### src/rtl/core/gsa_pkg.sv
package gsa_pkg;

   localparam int OP_W     = 3;
   localparam int INDEX_W  = 8;
   localparam int GEN_W    = 32;
   localparam int STATUS_W = 2;
   localparam int COUNT_W  = 9;

   localparam logic [OP_W-1:0] OP_CREATE  = 3'd0;
   localparam logic [OP_W-1:0] OP_SET     = 3'd1;
   localparam logic [OP_W-1:0] OP_ASSIGN  = 3'd2;
   localparam logic [OP_W-1:0] OP_DESTROY = 3'd3;
   localparam logic [OP_W-1:0] OP_QUERY   = 3'd4;
   localparam logic [OP_W-1:0] OP_CLEAR   = 3'd5;

   localparam logic [STATUS_W-1:0] STATUS_OK      = 2'd0;
   localparam logic [STATUS_W-1:0] STATUS_INVALID = 2'd1;
   localparam logic [STATUS_W-1:0] STATUS_FULL    = 2'd2;

   typedef struct packed {
      logic             occupied;
      logic [GEN_W-1:0] generation;
      logic [GEN_W-1:0] revision;
   } slot_entry_type;

endpackage

### src/rtl/core/gsa_bump.sv
module gsa_bump (
   input  logic [gsa_pkg::GEN_W-1:0] operand,
   output logic [gsa_pkg::GEN_W-1:0] result
);

   logic [gsa_pkg::GEN_W-1:0] sum;

   assign sum    = operand + gsa_pkg::GEN_W'(1);
   assign result = (sum == '0) ? gsa_pkg::GEN_W'(1) : sum;

endmodule

### config.mk
export PLATFORM = sky130hd
export DESIGN_NAME = gsa_bump
export DESIGN_NICKNAME = d
export VERILOG_FILES = /design/src/rtl/core/gsa_pkg.sv /design/src/rtl/core/gsa_bump.sv
export SDC_FILE = /design/constraint.sdc
export NUM_CORES = 1
export LEC_CHECK = 0
export BUFFER_PORTS_ARGS = -buffer_cell sky130_fd_sc_hd__buf_2
export CAP_MARGIN = 20
export CORE_UTILIZATION = 45
export DETAILED_ROUTE_END_ITERATION = 8
export GPL_ROUTABILITY_DRIVEN = 1
export PLACE_DENSITY = 0.81
export RECOVER_POWER = 25
export SYNTH_ARGS = -nofsm -noshare
export SYNTH_HDL_FRONTEND = slang
export SYNTH_SLANG_ARGS = --single-unit
### constraint.sdc
create_clock -name vclk -period 2.65
set_input_delay 0.3975 -clock vclk [all_inputs]
set_output_delay 0.3975 -clock vclk [all_outputs]
set_load 0.05 [all_outputs]
==> report_table.html <==
<table>
<tr><th>Metric</th><th>Value</th></tr>
<tr><th colspan="2">Synth</th></tr>
<tr><td>Top cell type's share of synthesized area</td><td>9.65%</td></tr>
<tr><td>Sequential area share after synthesis</td><td>0%</td></tr>
<tr><td>Most frequent cell after synthesis</td><td>nand2_1</td></tr>
<tr><td>Mux share of post-synthesis cell area</td><td>0%</td></tr>
<tr><td>Synth warnings</td><td>0</td></tr>
<tr><td>Synthesized area</td><td>1180 sq um</td></tr>
<tr><td>Synth cell count leaders</td><td>nand2_1 (20), xnor2_1 (13), nand4_1 (11)</td></tr>
<tr><td>Compound-cell area share of the yosys netlist</td><td>19.5%</td></tr>
<tr><td>Top post-synthesis cells by area</td><td>xnor2_1 (9.7%), xor2_1 (6.7%), nand2_1 (6.4%)</td></tr>
<tr><td>Area share of xor/xnor cells in the synthesized design</td><td>16.3%</td></tr>
<tr><td>Adder-cell area share of the yosys netlist</td><td>1.06%</td></tr>
<tr><td>Cell variety after synth</td><td>54</td></tr>
<tr><td>Simple-Gate Fraction of Synth Area</td><td>a little over half</td></tr>
<tr><td>Synth Instances</td><td>162</td></tr>
<tr><td>Per-instance average area after synthesis</td><td>between 7 and 8 sq um</td></tr>
<tr><td>Post-synthesis cell type with the largest combined area</td><td>xnor2_1</td></tr>
<tr><td>Combinational family with the most area after synthesis</td><td>simple AND/OR/NAND/NOR gates</td></tr>
<tr><td>Number of nets produced by synthesis</td><td>195</td></tr>
<tr><th colspan="2">Cells and area</th></tr>
<tr><td>Final core utilization</td><td>93.0%</td></tr>
<tr><td>Inserted Diodes</td><td>0</td></tr>
<tr><td>Clk_buf instances</td><td>0</td></tr>
<tr><td>Fraction of layout cells with a size suffix above 1</td><td>between 60% and 70%</td></tr>
<tr><td>Area occupied by registers</td><td>0 sq um</td></tr>
<tr><td>Number of sequential storage elements</td><td>0</td></tr>
<tr><td>Number of fill cells</td><td>between 90 and 100</td></tr>
<tr><td>Synth-to-layout area growth</td><td>95.3%</td></tr>
<tr><td>Nets@finish</td><td>between 300 and 400</td></tr>
<tr><th colspan="2">Timing</th></tr>
<tr><td>Fin crit period</td><td>roughly 2.8 ns</td></tr>
<tr><td>Number of failing hold endpoints at the final stage</td><td>0</td></tr>
<tr><td>Worst-case headroom to the max-slew limit</td><td>57.2%</td></tr>
<tr><td>Total of endpoints with negative setup slack in the final report</td><td>3</td></tr>
<tr><td>Post-route fraction of the period consumed by the critical path</td><td>107%</td></tr>
<tr><td>Setup repair after global routing missed its margin</td><td>yes</td></tr>
<tr><td>Final max-slew violation count</td><td>0</td></tr>
<tr><td>Worst-case setup margin in the final layout</td><td>-0.194 ns</td></tr>
<tr><td>Transition time of the tightest slew-check pin</td><td>0.637 ns</td></tr>
<tr><td>Highest attainable clock frequency</td><td>between 300 and 400 MHz</td></tr>
<tr><th colspan="2">Route</th></tr>
<tr><td>Total via count after detailed routing</td><td>2,316</td></tr>
<tr><td>Routed len/inst</td><td>23.1 microns</td></tr>
<tr><td>Vias per inst</td><td>7.15</td></tr>
<tr><td>First-pass detailed-route iteration total</td><td>5</td></tr>
<tr><td>Detailed-routed wire length on met3</td><td>approximately 860 microns</td></tr>
<tr><td>Routed length on met1</td><td>2440 microns</td></tr>
<tr><td>Number of remaining DRC errors</td><td>0</td></tr>
<tr><td>Highest routed layer</td><td>met4</td></tr>
<tr><td>Total wirelength of the detailed-routed design</td><td>7470 microns</td></tr>
<tr><td>Metal2 WL</td><td>3520 microns</td></tr>
<tr><td>Remaining number of nets flagged by the antenna check after routing</td><td>0</td></tr>
<tr><td>DRC marker count from the first detailed-route iteration</td><td>about 210</td></tr>
<tr><th colspan="2">Pwr</th></tr>
<tr><td>Worst vdd rail ir drop</td><td>around 170 uV</td></tr>
<tr><td>Overall power of the completed layout</td><td>370 uW</td></tr>
<tr><td>Power density over cell area</td><td>160 nW/um^2</td></tr>
<tr><td>Pleak</td><td>0.00104 uW</td></tr>
<tr><th colspan="2">Setup path</th></tr>
<tr><td>Arr. time, crit path</td><td>2.45 ns</td></tr>
<tr><td>Worst Setup Start Kind</td><td>input port</td></tr>
<tr><td>Required time of the critical path</td><td>2.25 ns</td></tr>
<tr><td>Critical Path Sink Type</td><td>output port</td></tr>
<tr><td>Type of the worst setup path</td><td>input port to output port</td></tr>
<tr><td>Maximum net fanout on the critical path</td><td>7</td></tr>
<tr><th colspan="2">Global route</th></tr>
<tr><td>First-pass GRT wire length</td><td>8450 microns</td></tr>
<tr><td>Number of antenna violations at the first check in global routing</td><td>0</td></tr>
<tr><td>Via count of the first global-routing pass</td><td>just under 2,000</td></tr>
<tr><td>Overall fraction of global-route tracks in use</td><td>between 40% and 50%</td></tr>
<tr><td>Maximum number of pins on one net before global-route repair</td><td>10</td></tr>
<tr><td>Leftover overflow at the end of global routing</td><td>0</td></tr>
<tr><th colspan="2">Floorplanning</th></tr>
<tr><td>Num rows</td><td>18</td></tr>
<tr><td>Total core area</td><td>between 2000 and 2500 sq um</td></tr>
<tr><td>Chip Height</td><td>53.2 microns</td></tr>
<tr><td>Number of I/O pins</td><td>64</td></tr>
<tr><td>Initial core utilization</td><td>a little under half</td></tr>
<tr><td>Die Width</td><td>53.2 microns</td></tr>
<tr><td>Die area</td><td>2830 sq um</td></tr>
<tr><th colspan="2">Job</th></tr>
<tr><td>Maximum Capacitance Violations</td><td>0</td></tr>
<tr><th colspan="2">Placement</th></tr>
<tr><td>Routability Congestion</td><td>0.948</td></tr>
<tr><td>Buffers on Ports</td><td>64</td></tr>
<tr><td>Worst slack at placement</td><td>-0.333 ns</td></tr>
<tr><td>Estimated wirelength of the detail-placed design</td><td>3810 microns</td></tr>
<tr><th colspan="2">Status</th></tr>
<tr><td>Failing checks</td><td>negative setup slack</td></tr>
<tr><td>Run status</td><td>complete, but fails checks</td></tr>
<tr><th colspan="2">Min path</th></tr>
<tr><td>Hold Crit Class</td><td>input port to output port</td></tr>
<tr><th colspan="2">Clock tree</th></tr>
<tr><td>Number of hold-repair buffers added at the cts stage</td><td>0</td></tr>
</table>
==> placed cells by master, fill, tap and decap left out, types with 6 or more instances in the layout <==
cell and count:
buf_4 73, buf_2 49, nand2_1 19, xnor2_1 12, buf_6 12, nand4_1 11
nor2_1 8, and4_4 7, xor2_1 7, nand3_1 7, clkbuf_1 7, nor4_1 6
==> cell type report <==
class              count  area, sq um  share of cell area, %
inverters              1         3.75                  0.163
multi-input cells    151         1290                   56.1
well taps             30         37.5                   1.63
repair buffers       142          970                   42.1
==> path summary, 6_finish.rpt <==
kind	start	to	slack, ns	cells after the start
setup / recovery	operand[0]	result[1]	-0.19	10
hold / removal	operand[31]	result[31]	1.19	3
==> where the power goes <==
group          switching (uW)  total (uW)  leakage [uW]  internal, uW
logic                     235         370       0.00104           134
registers                   0           0             0             0
clock network               0           0             0             0
total                     235         370       0.00104           134
==> kinds of logic after synthesis <==
| kind of cell | after synthesis |
|---|---|
| xor gates and xnor gates | 22 |
| buffers and inverters | 11 |
| AOI/OAI and AO/OA | 27 |
| and+or+nand+nor | 101 |
| adders and majority gates | 1 |
==> critical path, stage by stage <==
cell	delay, ns
buf_6	0.09
ha_2	0.18
and3_4	0.21
nand3_4	0.16
buf_6	0.19
o21ai_1	0.26
and4bb_1	0.27
nand4_1	0.18
o31a_2	0.35
buf_8	0.15
==> metrics by stage <==
| step | hold slack [ns] | instances | TNS [ns] | area, sq um |
|---|---|---|---|---|
| floorplan | 0.921 | 162 | -0.317 | 1220 |
| global placement | 1.17 | 312 | -0.436 | 1970 |
| detailed placement | 1.17 | 312 | -0.663 | 1970 |
| CTS | 1.17 | 316 | -0.182 | 2170 |
| global route | 1.20 | 324 | -1.06 | 2300 |
| finish | 1.19 | 324 | -0.347 | 2300 |
==> what timing repair did <==
item	in CTS	in global routing
pin swaps	16	16
endpoints found under the setup margin	2	2
hold endpoints to repair	0	0
resized for setup	37	13
buffers inserted	4	8
==> routing by layer <==
layer | global-route usage (%) | vias up
li1 | - | 907
met1 | 45.1 | 1034
met2 | 74.6 | 272
met3 | 2.59 | 103
met4 | 20.2 | 0
met5 | 0 | -
Power figures use the tool's default switching activity.
